==> config.mk <==
export PLATFORM = sky130hd
export DESIGN_NAME = sound_voice_allocator
export DESIGN_NICKNAME = d
export VERILOG_FILES = /design/src/hdl/sva_pkg.sv /design/src/hdl/sva_ctrl.sv /design/src/hdl/sva_datapath.sv /design/src/hdl/sound_voice_allocator.sv
export SDC_FILE = /design/constraint.sdc
export NUM_CORES = 1
export LEC_CHECK = 0
export BUFFER_PORTS_ARGS = -buffer_cell sky130_fd_sc_hd__buf_2
export CAP_MARGIN = 20
export CORE_ASPECT_RATIO = 1.2
export CORE_UTILIZATION = 60
export DETAILED_ROUTE_END_ITERATION = 8
export HOLD_SLACK_MARGIN = 0.15
export PLACE_DENSITY = 0.78
export SLEW_MARGIN = 20
export SYNTH_ARGS = -nofsm -noshare
export SYNTH_HDL_FRONTEND = slang
export SYNTH_SLANG_ARGS = --single-unit
==> constraint.sdc <==
create_clock -name clk -period 7.9 [get_ports clk]
set_input_delay 1.58 -clock clk [delete_from_list [all_inputs] [get_ports clk]]
set_output_delay 1.58 -clock clk [all_outputs]
set_load 0.02 [all_outputs]
==> src/hdl/sva_pkg.sv <==
// Shared types and constants of the sound voice allocator.
package sva_pkg;

	// Configuration register indexes.
	localparam int unsigned CFG_IDX_W = 8;
	localparam logic [CFG_IDX_W-1:0] CFG_SOUND_ENABLE = 8'd0;
	localparam logic [CFG_IDX_W-1:0] CFG_SOUND_COUNT  = 8'd1;

	// Input item kinds.
	localparam logic KIND_PLAY = 1'b0;
	localparam logic KIND_DONE = 1'b1;

	// Priority value that marks an unused voice, and the level ceiling.
	localparam logic [7:0] FREE_PRIO = 8'hFF;
	localparam logic [6:0] LEVEL_MAX = 7'd64;

	// Controller to datapath commands.
	typedef struct packed {
		logic load;   // capture the input item and clear the scan state
		logic step;   // examine one voice entry
		logic commit; // update the voice table and load the result register
	} sva_cmd_t;

	// Datapath to controller status.
	typedef struct packed {
		logic skip;   // the item needs no scan
		logic last;   // the scan is at the last voice
	} sva_sts_t;

endpackage

==> src/hdl/sva_ctrl.sv <==
// Controller state machine of the sound voice allocator.
module sva_ctrl import sva_pkg::*; (
	input  logic     clk,
	input  logic     arst_n,
	input  logic     in_valid,
	output logic     in_ready,
	output logic     out_valid,
	input  logic     out_ready,
	input  sva_sts_t sts,
	output sva_cmd_t cmd
);

	typedef enum logic [2:0] {
		ST_IDLE = 3'b001,
		ST_SCAN = 3'b010,
		ST_DONE = 3'b100
	} state_t;

	state_t state_q;
	state_t state_d;
	logic   out_valid_q;

	always_comb begin
		cmd     = '0;
		state_d = state_q;
		case (state_q)
			ST_IDLE: begin
				if (in_valid) begin
					cmd.load = 1'b1;
					state_d  = ST_SCAN;
				end
			end
			ST_SCAN: begin
				if (sts.skip) begin
					state_d = ST_DONE;
				end else begin
					cmd.step = 1'b1;
					if (sts.last) begin
						state_d = ST_DONE;
					end
				end
			end
			ST_DONE: begin
				// Wait for the result register to drain before overwriting it.
				if (!out_valid_q || out_ready) begin
					cmd.commit = 1'b1;
					state_d    = ST_IDLE;
				end
			end
			default: begin
				state_d = ST_IDLE;
			end
		endcase
	end

	always_ff @(posedge clk or negedge arst_n) begin
		if (!arst_n) begin
			state_q     <= ST_IDLE;
			out_valid_q <= 1'b0;
		end else begin
			state_q <= state_d;
			if (cmd.commit) begin
				out_valid_q <= 1'b1;
			end else if (out_ready) begin
				out_valid_q <= 1'b0;
			end
		end
	end

	assign in_ready  = (state_q == ST_IDLE);
	assign out_valid = out_valid_q;

endmodule

==> src/hdl/sva_datapath.sv <==
// Datapath of the sound voice allocator: voice table, scan unit and result register.
module sva_datapath import sva_pkg::*; #(
	parameter int unsigned VOICES = 8
) (
	input  logic              clk,
	input  logic              arst_n,
	input  sva_cmd_t          cmd,
	output sva_sts_t          sts,
	input  logic              kind,
	input  logic [15:0]       sound_id,
	input  logic signed [8:0] volume,
	input  logic signed [7:0] priority_req,
	input  logic              no_duplicate,
	input  logic [2:0]        done_voice,
	input  logic              sound_enable,
	input  logic [15:0]       sound_count,
	output logic              started,
	output logic [2:0]        voice,
	output logic              stole,
	output logic [6:0]        level,
	output logic [15:0]       play_id,
	output logic              bad_request
);

	localparam int unsigned IDX_W = $clog2(VOICES);

	// Voice table.
	logic signed [7:0] prio_q  [VOICES];
	logic [31:0]       stamp_q [VOICES];
	logic [15:0]       sound_q [VOICES];
	logic [31:0]       stamp_cnt_q;

	// Captured item.
	logic              kind_q;
	logic [15:0]       id_q;
	logic signed [8:0] vol_q;
	logic signed [7:0] prio_req_q;
	logic              nodup_q;
	logic [2:0]        done_q;

	// Scan state.
	logic [IDX_W-1:0]  idx_q;
	logic              dup_q;
	logic              free_q;
	logic [IDX_W-1:0]  free_idx_q;
	logic signed [7:0] best_prio_q;
	logic [31:0]       best_stamp_q;
	logic [IDX_W-1:0]  best_idx_q;

	// Result register.
	logic              started_q;
	logic [2:0]        voice_q;
	logic              stole_q;
	logic [6:0]        level_q;
	logic [15:0]       play_id_q;
	logic              bad_q;

	logic signed [7:0] ent_prio;
	logic [31:0]       ent_stamp;
	logic [15:0]       ent_sound;
	logic              ent_better;
	logic              drop_lvl;
	logic [6:0]        lvl;
	logic              bad;
	logic              done_ok;
	logic [IDX_W-1:0]  done_idx;
	logic [IDX_W-1:0]  sel_idx;

	assign ent_prio  = prio_q[idx_q];
	assign ent_stamp = stamp_q[idx_q];
	assign ent_sound = sound_q[idx_q];

	// Lower priority wins, an older stamp breaks a tie, the earlier index a full tie.
	assign ent_better = (idx_q == '0) || (ent_prio < best_prio_q) ||
		((ent_prio == best_prio_q) && ($signed(ent_stamp) < $signed(best_stamp_q)));

	// Halving rounds toward zero, so minus one still gives level zero.
	assign drop_lvl = vol_q[8] && (vol_q != -9'sd1);
	assign lvl      = vol_q[8] ? 7'd0 : ((vol_q[7:1] > LEVEL_MAX) ? LEVEL_MAX : vol_q[7:1]);
	assign bad      = (id_q >= sound_count) || prio_req_q[7];
	assign done_ok  = (32'(done_q) < 32'(VOICES));
	assign done_idx = IDX_W'(done_q);
	assign sel_idx  = free_q ? free_idx_q : best_idx_q;

	assign sts.skip = (kind_q == KIND_DONE) || !sound_enable || drop_lvl;
	assign sts.last = (idx_q == IDX_W'(VOICES - 1));

	always_ff @(posedge clk or negedge arst_n) begin
		if (!arst_n) begin
			for (int i = 0; i < VOICES; i++) begin
				prio_q[i] <= FREE_PRIO;
			end
			stamp_cnt_q <= '0;
		end else if (cmd.commit) begin
			if (kind_q == KIND_DONE) begin
				if (done_ok) begin
					prio_q[done_idx] <= FREE_PRIO;
				end
			end else if (!sts.skip && !dup_q) begin
				prio_q[sel_idx] <= prio_req_q;
				stamp_cnt_q     <= stamp_cnt_q + 32'd1;
			end
		end
	end

	always_ff @(posedge clk) begin
		if (cmd.commit && (kind_q == KIND_PLAY) && !sts.skip && !dup_q) begin
			stamp_q[sel_idx] <= stamp_cnt_q;
			sound_q[sel_idx] <= id_q;
		end
	end

	always_ff @(posedge clk) begin
		if (cmd.load) begin
			kind_q     <= kind;
			id_q       <= sound_id;
			vol_q      <= volume;
			prio_req_q <= priority_req;
			nodup_q    <= no_duplicate;
			done_q     <= done_voice;
		end
	end

	always_ff @(posedge clk or negedge arst_n) begin
		if (!arst_n) begin
			idx_q  <= '0;
			dup_q  <= 1'b0;
			free_q <= 1'b0;
		end else if (cmd.load) begin
			idx_q  <= '0;
			dup_q  <= 1'b0;
			free_q <= 1'b0;
		end else if (cmd.step) begin
			idx_q <= idx_q + 1'b1;
			if (nodup_q && (ent_prio != FREE_PRIO) && (ent_sound == id_q)) begin
				dup_q <= 1'b1;
			end
			if (!free_q && ent_prio[7]) begin
				free_q <= 1'b1;
			end
		end
	end

	always_ff @(posedge clk) begin
		if (cmd.step) begin
			if (!free_q && ent_prio[7]) begin
				free_idx_q <= idx_q;
			end
			if (ent_better) begin
				best_prio_q  <= ent_prio;
				best_stamp_q <= ent_stamp;
				best_idx_q   <= idx_q;
			end
		end
	end

	always_ff @(posedge clk) begin
		if (cmd.commit) begin
			started_q <= 1'b0;
			voice_q   <= '0;
			stole_q   <= 1'b0;
			level_q   <= '0;
			play_id_q <= '0;
			bad_q     <= 1'b0;
			if (!sts.skip) begin
				bad_q <= bad;
				if (!dup_q) begin
					started_q <= 1'b1;
					voice_q   <= 3'(sel_idx);
					stole_q   <= !free_q;
					level_q   <= lvl;
					play_id_q <= id_q;
				end
			end
		end
	end

	assign started     = started_q;
	assign voice       = voice_q;
	assign stole       = stole_q;
	assign level       = level_q;
	assign play_id     = play_id_q;
	assign bad_request = bad_q;

endmodule

==> src/hdl/sound_voice_allocator.sv <==
// Top level of the sound voice allocator with its configuration registers.
// A scanned request walks the whole voice table, duplicates included; items that skip the
// scan (finished, disabled, dropped) go on to the commit without reading the table.
// The scan reads one voice entry per cycle, and a new item is taken only once the previous
// one is committed, while the previous result may still wait in the output register.
// Reset: arst_n clears the controller, frees every voice, zeroes the stamp counter and
// returns sound_enable and sound_count to zero.
module sound_voice_allocator import sva_pkg::*; #(
	parameter int unsigned VOICES = 8
) (
	input  logic                 clk,
	input  logic                 arst_n,
	// Item input channel.
	input  logic                 in_valid,
	output logic                 in_ready,
	input  logic                 kind,
	input  logic [15:0]          sound_id,
	input  logic signed [8:0]    volume,
	input  logic signed [7:0]    priority_req,
	input  logic                 no_duplicate,
	input  logic [2:0]           done_voice,
	// Result output channel.
	output logic                 out_valid,
	input  logic                 out_ready,
	output logic                 started,
	output logic [2:0]           voice,
	output logic                 stole,
	output logic [6:0]           level,
	output logic [15:0]          play_id,
	output logic                 bad_request,
	// Configuration write channel.
	input  logic                 cfg_valid,
	output logic                 cfg_ready,
	input  logic [CFG_IDX_W-1:0] cfg_index,
	input  logic [15:0]          cfg_data
);

	sva_cmd_t    cmd;
	sva_sts_t    sts;
	logic        sound_enable_q;
	logic [15:0] sound_count_q;

	// Configuration writes are always taken, as cfg_ready is tied high. An index beyond the register
	// list completes its transfer and changes nothing.
	assign cfg_ready = 1'b1;

	always_ff @(posedge clk or negedge arst_n) begin
		if (!arst_n) begin
			sound_enable_q <= 1'b0;
			sound_count_q  <= '0;
		end else if (cfg_valid) begin
			case (cfg_index)
				CFG_SOUND_ENABLE: sound_enable_q <= cfg_data[0];
				CFG_SOUND_COUNT:  sound_count_q  <= cfg_data;
				default: begin
				end
			endcase
		end
	end

	// The controller sequences capture, the voice scan and the commit; it also owns the
	// valid flag of the result register so that the input side stays free while a result waits.
	sva_ctrl u_ctrl (
		.clk       (clk),
		.arst_n    (arst_n),
		.in_valid  (in_valid),
		.in_ready  (in_ready),
		.out_valid (out_valid),
		.out_ready (out_ready),
		.sts       (sts),
		.cmd       (cmd)
	);

	// The datapath holds the voice table, walks it one entry per cycle looking for a
	// duplicate, the first free voice and the steal victim, then commits the choice.
	sva_datapath #(
		.VOICES (VOICES)
	) u_datapath (
		.clk          (clk),
		.arst_n       (arst_n),
		.cmd          (cmd),
		.sts          (sts),
		.kind         (kind),
		.sound_id     (sound_id),
		.volume       (volume),
		.priority_req (priority_req),
		.no_duplicate (no_duplicate),
		.done_voice   (done_voice),
		.sound_enable (sound_enable_q),
		.sound_count  (sound_count_q),
		.started      (started),
		.voice        (voice),
		.stole        (stole),
		.level        (level),
		.play_id      (play_id),
		.bad_request  (bad_request)
	);

endmodule

==> results of run 1 <==
[synth_stat cells (3+ instances only)]
cell type  instances  area, um^2
a21oi_1           62       310.3
nor4b_1            3       26.28
xnor2_1           40       350.3
nand2_1           30       112.6
nand3_1           17       85.08
a2bb2oi_2          3       45.04
ha_1              59       738.2
a21o_1            11       82.58
o21a_1             5       37.54
a2bb2oi_1         16       140.1
and3_1             7       43.79
dfstp_2           65        1708
mux2_2            56       630.6
nor4_1             3       18.77
mux4_2           109        2455
inv_1             63       236.5
nand2b_1           6       37.54
nor2b_1            5       31.28
nor3_1             6       30.03
buf_1              5       18.77
nor2_1            86       322.8
o21ai_0            8       40.04
and2_1            22       137.6
dfrtp_1           57        1426
nor3_4             6       97.59
edfxtp_1         497       14920
buf_6              3       33.78
nand4_1           23       143.9
a211oi_1           5       37.54
mux2i_1           31       310.3
clkbuf_1          17       63.81
xor2_1             8       70.07
buf_2             14       70.07
[registers in the layout, indices dropped and copies added (netlist names), 7 cells and up]
register	cells
u_datapath.stamp_q	256
u_datapath.sound_q	128
u_datapath.prio_q	64
u_datapath.best_stamp_q	32
u_datapath.stamp_cnt_q	32
sound_count_q	16
u_datapath.id_q	16
u_datapath.play_id	16
u_datapath.vol_q	9
u_datapath.best_prio_q	8
u_datapath.prio_req_q	8
u_datapath.level	7
[worst max-delay path: cells and delay by family, from the launching register on]
| family | cells | cell delay (ns) |
|---|---|---|
| AO/OA/AOI/OAI | 7 | 1.65 |
| adder cells (fa/ha/maj) | 1 | 0.32 |
| multiplexers | 2 | 0.85 |
| flip-flops | 1 | 1.12 |
| buffers and inverters | 2 | 1.03 |
| AND/OR/NAND/NOR | 1 | 0.05 |
[logic make-up (layout without fill, tap and decap cells)]
family / after synthesis / in the layout / share of synthesized area (%)
xor gates and xnor gates: 48 / 48 / 1.661
other: 1 / 2 / 0.01481
DFF: 619 / 619 / 71.33
adders and majority gates: 59 / 59 / 2.916
and+or+nand+nor: 233 / 233 / 5.026
AOI/OAI and AO/OA: 137 / 137 / 3.766
muxes: 196 / 196 / 13.41
buffers and inverters: 109 / 296 / 1.868
[worst max path at each step]
stage | endpoint | depth (start not counted) | start
floorplan | u_datapath.best_idx_q[0] | 15 | u_datapath.idx_q[0]
global placement | u_datapath.best_idx_q[0] | 13 | u_datapath.idx_q[0]
detailed placement | u_datapath.best_stamp_q[14] | 13 | u_datapath.idx_q[0]
CTS | u_datapath.best_idx_q[2] | 13 | u_datapath.idx_q[0]
global route | u_datapath.best_stamp_q[0] | 13 | u_datapath.idx_q[0]
finish | u_datapath.best_stamp_q[7] | 13 | u_datapath.idx_q[0]
[layer usage]
metal	GRT usage (%)	up-vias	wire length, um
met5	0	-	0
met4	8.351	0	1508
met2	42.61	483	26160
li1	-	5751	-
met3	3.422	111	2811
met1	32.47	6712	20350
[placed cells by master, fill, tap and decap left out, types with 22 or more instances in the layout]
cell / synthesis / routed
edfxtp_1: 497 / 497
mux4_2: 109 / 109
buf_2: 14 / 96
nor2_1: 86 / 86
dfstp_2: 65 / 65
inv_1: 63 / 63
a21oi_1: 62 / 62
ha_1: 59 / 59
clkbuf_16: 0 / 57
mux2_2: 56 / 56
dfrtp_1: 57 / 54
xnor2_1: 40 / 40
mux2i_1: 31 / 31
nand2_1: 30 / 30
buf_4: 2 / 26
nand4_1: 23 / 23
and2_1: 22 / 22
[area by class of cell]
| class | instances | area [um^2] |
|---|---|---|
| Multi-Input combinational cell | 674 | 6809 |
| Timing Repair Buffer | 122 | 675.6 |
| Sequential cell | 619 | 18070 |
| Clock buffer | 68 | 1498 |
| Tap cell | 546 | 683.2 |
| Clock inverter | 39 | 334.1 |
| Antenna cell | 1 | 2.502 |
| Inverter | 67 | 256.5 |
| Fill cell | 2691 | 13330 |
[stage by stage]
stage | setup slack [ns] | instances
CTS | 2.371 | 2135
detailed placement | 2.409 | 2028
floorplan | 1.817 | 1402
finish | 2.446 | 2136
global placement | 2.500 | 2028
global route | 2.117 | 2135
[power by group through the flow]
stage | sequential, mW | clock (mW) | combinational (mW)
after floorplan | 4.02 | 0 | 0.371
after global placement | 4.07 | 0 | 0.492
after detailed placement | 4.08 | 0 | 0.515
after CTS | 4.02 | 2.73 | 0.521
after global routing | 4.05 | 2.85 | 0.572
final | 4.02 | 2.68 | 0.514
==> results by group, run 1 <==
Run status
  – Status: finished clean

Power
  – Power Internal: 5.599 mW
  – Max VDD drop: 0.0002581 V
  – Power, Total: 7.220 mW
  – Pleak: 9.219 nW
  – Pwr per Cell Area: 254.9 mW/mm^2
  – Clock power frac: 37.2%
  – Reg power frac: 55.7%
  – Comb pwr share: 7.1%
  – Switching Fraction: 22.44%
  – P_sw: 1.620 mW

Yosys
  – Syn. warnings: 0
  – Synthesized instance count: 1402
  – Syn_area_per_cell: 18.06 um^2
  – Asr flop ratio synth: 19.71%
  – Sequential element share of the synthesized area: 71.33%
  – Netlist area before placement: 0.02532 mm^2
  – Post-synthesis cell type count: 71
  – Post-synth EDFFs: 497
  – Synth Register Bits: 619
  – Syn nets: 1528
  – Ys flop type: edfxtp_1

Flow run
  – Max-cap viol count: 0

Worst setup path
  – Reg2Reg Setup Slack: 2.45 ns
  – R2R Path End: u_datapath.best_stamp_q[7]
  – Critical path type: reg2reg
  – CP endpoint kind: register
  – WP data arrival: 5.68 ns
  – R2r startpoint: u_datapath.idx_q[0]
  – Worst-path fanout max: 50
  – CP Cell Sequence: buf_4 -> mux4_2 -> mux2_2 -> ha_1 -> a21o_1 -> a21o_1 -> a21o_1 -> a211oi_1 -> o21ba_2 -> nand2_1 -> o21ba_1 -> o22ai_4 -> buf_4
  – CP required: 8.13 ns
  – Most used cell, CP: a21o_1
  – CP max stage cell: dfrtp_4
  – Startpoint Class: register
  – CP max stage delay: 1.12 ns
  – R2R cell count: 13

Route
  – Routed vias/inst: 6.113
  – Pre-antenna DRT Iters: 5
  – 1st-iter DRT viols: 936
  – Via Count: 13060
  – Post-route DRC: 0
  – Routed Antenna Nets: 0
  – Routed len/inst: 23.80 um
  – Total Wirelength: 50.83 mm

Floorplan
  – Ports: 99
  – FP Rows: 82
  – Die H: 227.0 um
  – Core ar.: 0.04166 mm^2
  – Die ar.: 0.04302 mm^2
  – Initial Util: 60.77%
  – Die width: 189.5 um

Place
  – Placer Congestion: 0.7832
  – Hpwl dp: 29.50 mm
  – Port bufs: 97
  – Dpl cell area: 0.02649 mm^2

Global route
  – Vias in the first global route: 13890
  – Global-route wire length before repair: 79.11 mm
  – Total GRT Usage: 24.65%
  – Antenna violations before repair: 1
  – Total gr overflow: 0
  – Largest net degree at the start of global routing: 74

Hold path
  – Hold Path Sink: u_datapath.prio_q[16]
  – Min-delay worst type: reg2reg
  – Hold_sp: u_datapath.prio_q[16]
  – WHS Path Cells: 1

Clock network
  – H-tree level count: 2
  – Clk root buf: clkbuf_16
  – Clock sinks: 619
  – CTS clk-pin slew, worst paths: 0.06 ns
  – CTS hold repair buffers: 0
  – Clock latency at the later pin of the worst-skew pair: 0.59 ns
  – Post-CTS Setup Bufs: 0
  – CTS tree: built
  – TritonCTS Buffers: 57
  – CTS resizes: 0
  – CTS max path bufs: 3

STA
  – Fmax: 183.3 MHz
  – Setup TNS: 0 ns
  – Slew @ Worst Pin: 1.046 ns
  – Final Skew: 0.02509 ns
  – Max-slew violation count: 0
  – Final Cycle Share: 69.04%
  – Min Clock Period, post-route: 5.454 ns
  – Final setup vio count: 0
  – Final Hold Viols: 0
  – Slew Limit Headroom: 30.26%
  – Worst hold slack: 0.5018 ns
  – RSZ-0062 raised after global routing: false

Finish
  – Fin area: 0.02833 mm^2
  – Layout Utilization: 68.01%
  – Fraction of layout cells with a size suffix above 1: 29.64%
  – Nets@finish: 1667
  – Synth-to-layout area growth: 11.90%
Note: power is estimated with default switching activity, not from simulation.
==> inputs of run 2 (changes only) <==
- ABC_AREA: unset -> 1
- clock period: 7.9 -> 5.2 ns (I/O delays scaled with it)
==> results by group, run 2 <==
Run status
  – Status: finished clean

Yosys
  – Synth Area in XOR/XNOR: 1.311% (-0.35 points)
  – Synth Register Bits: 619 (unchanged)
  – Post-synth EDFFs: 497 (unchanged)
  – Synth cell count leaders: edfxtp_1, nor2_1, o21ai_0, inv_1, nand2_1
  – Synthesized instance count: 2190 (+56%)
  – Syn nets: 2316 (+52%)
  – Asr flop ratio synth: 19.71% (unchanged)
  – Post-Synth Simple-Gate Area: 10.52% (+5.5 points)
  – Ys flop type: edfxtp_1
  – Largest family of logic cells by synthesized area: compound AO/OA/AOI/OAI gates
  – Post-synthesis cell type count: 54 (-24%)
  – Netlist area before placement: 0.02606 mm^2 (+3.0%)
  – Most frequent cell after synthesis: edfxtp_1
  – Mux contribution to synthesized area: 0.1248% (-13 points)
  – Syn. warnings: 0 (unchanged)
  – Synth Area in Adders: 2.832% (-0.084 points)
  – Synth Area in Compound Gates: 11.40% (+7.6 points)
  – Largest area contributor in the netlist: edfxtp_1
  – Syn_area_per_cell: 11.90 um^2 (-34%)
  – Sequential element share of the synthesized area: 69.29% (-2.0 points)
  – Area contributors post-synth: edfxtp_1, dfstp_2, nor2_1
  – Share of the synthesized area in the top cell type: 57.26% (-1.7 points)

Floorplan
  – Ports: 99 (unchanged)
  – Initial Util: 60.92% (+0.14 points)
  – Die ar.: 0.04428 mm^2 (+2.9%)
  – FP Rows: 83 (+1.2%)
  – Die H: 230.3 um (+1.5%)
  – Core ar.: 0.04279 mm^2 (+2.7%)
  – Die width: 192.3 um (+1.5%)

STA
  – RSZ-0062 raised after global routing: false
  – Final setup vio count: 0 (unchanged)
  – Fmax: 231.0 MHz (+26%)
  – Final Skew: 0.03693 ns (+0.01184 ns)
  – Setup TNS: 0 ns (unchanged)
  – Max-slew violation count: 0 (unchanged)
  – Final Cycle Share: 83.27% (+14 points)
  – Min Clock Period, post-route: 4.330 ns (-1.124 ns)
  – Slew Limit Headroom: 30.45% (+0.19 points)
  – Final Hold Viols: 0 (unchanged)
  – Slew @ Worst Pin: 1.043 ns (-0.002793 ns)

Clock network
  – CTS clk-pin slew, worst paths: 0.06 ns (about the same)
  – H-tree level count: 2 (unchanged)
  – CTS resizes: 0 (unchanged)
  – CTS max path bufs: 3 (unchanged)
  – CTS hold repair buffers: 0 (unchanged)
  – Clock sinks: 619 (unchanged)
  – Clock latency at the later pin of the worst-skew pair: 0.63 ns (+0.04 ns)
  – CTS tree: built
  – TritonCTS Buffers: 58 (+1.8%)
  – Clk root buf: clkbuf_16
  – Post-CTS Setup Bufs: 0 (unchanged)

Route
  – 1st-iter DRT viols: 1563 (+67%)
  – Post-route DRC: 0 (unchanged)
  – Routed len/inst: 20.41 um (-14%)
  – Total Wirelength: 58.95 mm (+16%)
  – Routed Antenna Nets: 0 (unchanged)
  – Pre-antenna DRT Iters: 6 (+1)
  – Routed vias/inst: 6.006 (-1.7%)
  – Via Count: 17350 (+33%)

Place
  – Hpwl dp: 34.22 mm (+16%)
  – Port bufs: 97 (unchanged)
  – Placer Congestion: 0.9545 (+22%)
  – Inst Count DP: 2778 (+37%)

Global route
  – Total gr overflow: 0 (unchanged)
  – Global-route wire length before repair: 91.89 mm (+16%)
  – Total GRT Usage: 27.17% (+2.5 points)
  – Vias in the first global route: 17270 (+24%)
  – Largest net degree at the start of global routing: 135 (+82%)
  – Antenna violations before repair: 0 (-1)

Finish
  – Area of the multi-input gates: 0.006874 mm^2 (+0.96%)
  – Commonest non-fill, non-tap cell in the layout: edfxtp_1
  – Ant. Diodes: 0 (-1)
  – Synth-to-layout area growth: 12.06%
  – Most frequent cells in the layout: edfxtp_1, nor2_1, o21ai_0, inv_1, nand2_1
  – Biggest register: u_datapath.stamp_q
  – Nets@finish: 2412 (+45%)
  – Fraction of layout cells with a size suffix above 1: 14.13% (-16 points)
  – Max FFs per register: 256 (unchanged)
  – Largest regs: u_datapath.stamp_q x256, u_datapath.sound_q x128, u_datapath.prio_q x64
  – Fill cells: 2950 (+9.6%)
  – Reg area: 0.01807 mm^2 (about the same)
  – Finished Layout Cells: 2888 (+35%)

Hold path
  – Min-delay worst type: in2async

Power
  – Comb pwr share: 5.7% (-1.4 points)
  – P_sw: 2.479 mW (+53%)
  – Clock power frac: 39.7% (+2.5 points)
  – Pleak: 10.76 nW (+17%)
  – Max VDD drop: 0.0003788 V (+47%)
  – Power Internal: 8.271 mW (+48%)
  – Pwr per Cell Area: 368.1 mW/mm^2 (+44%)
  – Switching Fraction: 23.06% (+0.62 points)
  – Reg power frac: 54.6% (-1.1 points)

Worst setup path
  – Worst-path fanout max: 134 (+170%)
  – R2R cell count: 18 (+5)
  – CP required: 5.47 ns (-2.66 ns)
  – Startpoint Class: register
  – Critical path type: reg2reg
  – CP endpoint kind: register
  – WP data arrival: 4.60 ns (-1.08 ns)
  – CP startpoint: u_datapath.idx_q[0]
  – R2r startpoint: u_datapath.idx_q[0]

Flow run
  – Max-cap viol count: 0 (unchanged)
[run 2: power groups by stage]
stage          registers [mW]  clock network [mW]  logic [mW]
3_3_place_gp             5.95                   0       0.581
5_1_grt                  5.89                4.49       0.673
2_1_floorplan            5.88                   0       0.370
4_1_cts                  5.86                4.31       0.611
6_report                 5.87                4.27       0.612
3_5_place_dp             5.96                   0       0.604
[run 2: layout make-up]
type / instances / share of cell area [%]
clock buffer: 83 / 5.809
timing repair buffer: 133 / 2.896
multi-input combinational: 1271 / 23.54
tap: 552 / 2.365
clock inverter: 27 / 0.8996
sequential: 619 / 61.86
inverter: 203 / 2.639
[run 2: path summary, 6_finish.rpt]
kind | to | slack [ns]
hold reg to reg | u_datapath.prio_q[5] | 0.47
setup reg to reg | u_datapath.best_stamp_q[14] | 0.87
setup / recovery | u_datapath.best_stamp_q[14] | 0.87
min in group clk | u_datapath.prio_q[5] | 0.47
max in group asynchronous | u_datapath.idx_q[0] | 3.81
hold / removal | u_datapath.dup_q | 0.37
[run 2: metrics by stage]
stage	hold slack, ns	worst slack, ns	power [mW]	instance area [um^2]	util (%)
final	0.3706	0.8702	10.75	29210	68.26
after global routing	0.3883	0.6187	11.05	29210	68.26
after CTS	0.3524	0.9089	10.79	29200	68.25
after detailed placement	0.4591	0.9648	6.566	27240	63.67
after global placement	0.4563	1.062	6.528	27240	63.67
after floorplan	0.4476	0.6012	6.255	26070	-
[run 2: per-layer routing]
| metal | global-route usage, % | up-vias | part of all wire, % |
|---|---|---|---|
| met5 | 0 | - | 0 |
| met4 | 10.46 | 0 | 3.0 |
| met3 | 4.045 | 140 | 6.4 |
| met2 | 47.12 | 754 | 51 |
| met1 | 34.23 | 8500 | 40 |
| li1 | - | 7952 | - |
[run 2: critical path, stage by stage (launching register included)]
cell      delay (ns)
dfrtp_4         0.85
buf_12          0.51
o21ai_0         0.23
o22ai_1         0.23
nor2_1          0.07
a31oi_1         0.24
ha_1            0.29
nand2_1         0.09
nor2_1          0.05
a211oi_1        0.17
nand2_1         0.13
nand2_1         0.09
nand2_1         0.11
nand2_1         0.10
nand2_1         0.06
nand2_1         0.06
nand3_1         0.10
a21oi_4         0.15
buf_4           0.32
[run 2: logic make-up (layout without fill, tap and decap cells)]
kind of cell / after synthesis / count (layout)
compound gates: 509 / 509
xor+xnor: 39 / 39
fa+ha+maj: 59 / 59
buf+inv: 300 / 446
flops: 619 / 619
mux: 3 / 3
other cells: 1 / 1
simple gates: 660 / 660
==> inputs of run 3 (changes only) <==
- CORE_UTILIZATION: 60 -> 56
- PLACE_DENSITY: 0.78 -> 0.76
- clock period: 5.2 -> 3.6 ns (I/O delays scaled with it)
==> results by group, run 3 (synthesis gave the netlist of run 2 again) <==
Route
  – Pre-antenna DRT Iters: 6 (unchanged)
  – Via Count: 18090 (+4.3%)
  – WL met2: 33.19 mm (+10%)
  – 1st-iter DRT viols: 1873 (+20%)
  – Metal-1 WL: 24.19 mm (+3.7%)
  – Highest routed layer: met4
  – Routed wl met3: 4.907 mm (+31%)
  – Routed Antenna Nets: 0 (unchanged)
  – Total Wirelength: 65.04 mm (+10%)
  – Post-route DRC: 0 (unchanged)
  – Routed len/inst: 21.49 um (+5.3%)
  – Routed vias/inst: 5.978 (-0.47%)

Clock network
  – CTS max path bufs: 3 (unchanged)
  – Clock sinks: 619 (unchanged)
  – CTS hold repair buffers: 0 (unchanged)
  – CTS clk-pin slew, worst paths: 0.06 ns (about the same)
  – H-tree level count: 2 (unchanged)
  – Clk root buf: clkbuf_16
  – TritonCTS Buffers: 58 (unchanged)
  – Clock latency at the later pin of the worst-skew pair: 0.63 ns (about the same)
  – CTS tree: built

Power
  – Clock power frac: 40.1% (+0.4 points)
  – Power, Total: 15.73 mW (+46%)
  – Max VDD drop: 0.0004762 V (+26%)
  – Pwr per Cell Area: 513.9 mW/mm^2 (+40%)
  – Reg power frac: 53.8% (-0.8 points)
  – Comb pwr share: 6.2% (+0.5 points)
  – P_sw: 3.668 mW (+48%)
  – Pleak: 11.32 nW (+5.2%)
  – Switching Fraction: 23.32% (+0.25 points)
  – Power Internal: 12.06 mW (+46%)

Worst setup path
  – WP data arrival: 4.01 ns (-0.59 ns)
  – Reg2Reg Setup Slack: -0.09 ns (-0.96 ns)
  – R2R Path End: u_datapath.best_stamp_q[14]
  – R2r startpoint: u_datapath.idx_q[0]
  – Startpoint Class: register
  – Critical path type: reg2reg
  – R2R cell count: 18 (unchanged)
  – CP endpoint kind: register
  – CP required: 3.92 ns (-1.55 ns)
  – Worst-path fanout max: 7 (-95%)

Finish
  – Most frequent cells in the layout: edfxtp_1, nor2_1, o21ai_0, inv_1, nand2_1
  – Ant. Diodes: 0 (unchanged)
  – Fraction of layout cells with a size suffix above 1: 18.09% (+4.0 points)
  – Nets@finish: 2487 (+3.1%)
  – Max FFs per register: 256 (unchanged)
  – Largest regs: u_datapath.stamp_q x256, u_datapath.sound_q x128, u_datapath.prio_q x64
  – Biggest register: u_datapath.stamp_q
  – Commonest non-fill, non-tap cell in the layout: edfxtp_1
  – Layout Utilization: 66.63% (-1.6 points)
  – Synth-to-layout area growth: 17.45%

Hold path
  – Hold_sp: sound_id[14]
  – Min-delay worst type: in2reg
  – Hold Path Sink: u_datapath.id_q[14]
  – WHS Path Cells: 1

Floorplan
  – Initial Util: 56.73% (-4.2 points)
  – Ports: 99 (unchanged)
  – FP Rows: 86 (+3.6%)
  – Die H: 238.3 um (+3.5%)
  – Die ar.: 0.04741 mm^2 (+7.1%)
  – Core ar.: 0.04595 mm^2 (+7.4%)
  – Die width: 198.9 um (+3.5%)

Global route
  – Vias in the first global route: 17880 (+3.5%)
  – Largest net degree at the start of global routing: 75 (-44%)
  – Total gr overflow: 0 (unchanged)
  – Total GRT Usage: 26.12% (-1.1 points)
  – Antenna violations before repair: 0 (unchanged)
  – Global-route wire length before repair: 94.59 mm (+2.9%)

STA
  – Max-slew violation count: 0 (unchanged)
  – Min Clock Period, post-route: 3.691 ns (-0.6392 ns)
  – Final setup margin: -0.09061 ns (-0.9608 ns)
  – Slew @ Worst Pin: 1.072 ns (+0.02838 ns)
  – Slew Limit Headroom: 28.55% (-1.9 points)
  – Final setup vio count: 43 (+43)
  – Fmax: 271.0 MHz (+17%)
  – Final Cycle Share: 102.5% (+19 points)
  – Setup TNS: -2.420 ns (-2.420 ns)
  – Final Hold Viols: 0 (unchanged)
  – Final Skew: 0.03533 ns (-0.001597 ns)

Place
  – Placer Congestion: 0.8923 (-6.5%)
  – Port bufs: 97 (unchanged)
  – Hpwl dp: 35.36 mm (+3.3%)

Flow run
  – Max-cap viol count: 0 (unchanged)

Run status
  – Violated checks: negative setup slack
  – Status: finished with violations
[run 3: changes by cell type in the layout (fill, tap and decap cells not counted), sizes merged]
cell / before / now
bufbuf: 0 / 2
buf: 133 / 190
inv: 204 / 205
clkinvlp: 3 / 2
clkinv: 19 / 25
bufinv: 4 / 8
clkbuf: 83 / 88
[run 3: final cells by class]
type	count	area, um^2
fill	3195	15330
inverter	203	795.8
clock inverter	34	377.9
timing repair buffer	205	1947
timing repair inverter	3	38.79
sequential	619	18070
multi-input combinational	1271	7051
clock buffer	75	1567
tap	616	770.7
[run 3: power by group through the flow]
stage               registers, mW  clock network [mW]  logic, mW
global placement             8.58                   0      0.895
global route                 8.49                6.61       1.06
finish                       8.46                6.30      0.968
CTS                          8.46                6.35      0.945
floorplan                    8.49                   0      0.544
detailed placement           8.60                   0      0.926
[run 3: how the worst max path moves through the flow]
stage                                    from                     endpoint  slack (ns)  depth (start not counted)
after floorplan                     out_ready         u_datapath.prio_q[0]       -0.32                          8
after global placement    u_datapath.idx_q[0]  u_datapath.best_stamp_q[15]       -0.03                         19
after detailed placement  u_datapath.idx_q[0]  u_datapath.best_stamp_q[10]       -0.05                         19
after CTS                 u_datapath.idx_q[0]   u_datapath.best_stamp_q[9]       0.003                         15
after global routing      u_datapath.idx_q[0]    u_datapath.best_prio_q[0]       -0.21                         18
final                     u_datapath.idx_q[0]  u_datapath.best_stamp_q[14]       -0.09                         18
[run 3: what timing repair did]
action / CTS / global route
pin swaps: 0 / 34
setup endpoints to repair: 43 / 43
setup buffers: 0 / 19
hold endpoints to repair: 0 / 0
gates cloned: 2 / 18
resized for setup: 5 / 68
[run 3: per-layer routing]
metal,vias to the layer above,track usage (%)
met5,-,0
met4,0,11.33
met3,194,3.053
met2,902,46.07
met1,8876,32.35
li1,8117,-
[run 3: worst max-delay path, stage by stage, from the launching register on]
cell and delay, ns:
dfrtp_4 0.51, buf_12 0.21, buf_16 0.15, o21ai_2 0.06
o22ai_1 0.20, nor2_1 0.08, a31oi_1 0.33, ha_1 0.34
a21oi_2 0.13, nor2_1 0.06, a211oi_2 0.22, o221ai_2 0.15
a21oi_2 0.17, nand2_2 0.08, nand2_2 0.09, nand3_2 0.08
a21oi_4 0.16, buf_12 0.18, clkbuf_16 0.17
[run 3: through the flow]
step	setup slack (ns)	cell area [um^2]	hold WS, ns	instances
5_1_grt	-0.2093	30610	0.2573	3026
4_1_cts	0.002828	29830	0.2449	2989
6_report	-0.09061	30610	0.2738	3026
2_1_floorplan	-0.3246	26250	0.4244	2190
3_3_place_gp	-0.02954	27790	0.4567	2878
3_5_place_dp	-0.04522	27790	0.4573	2878
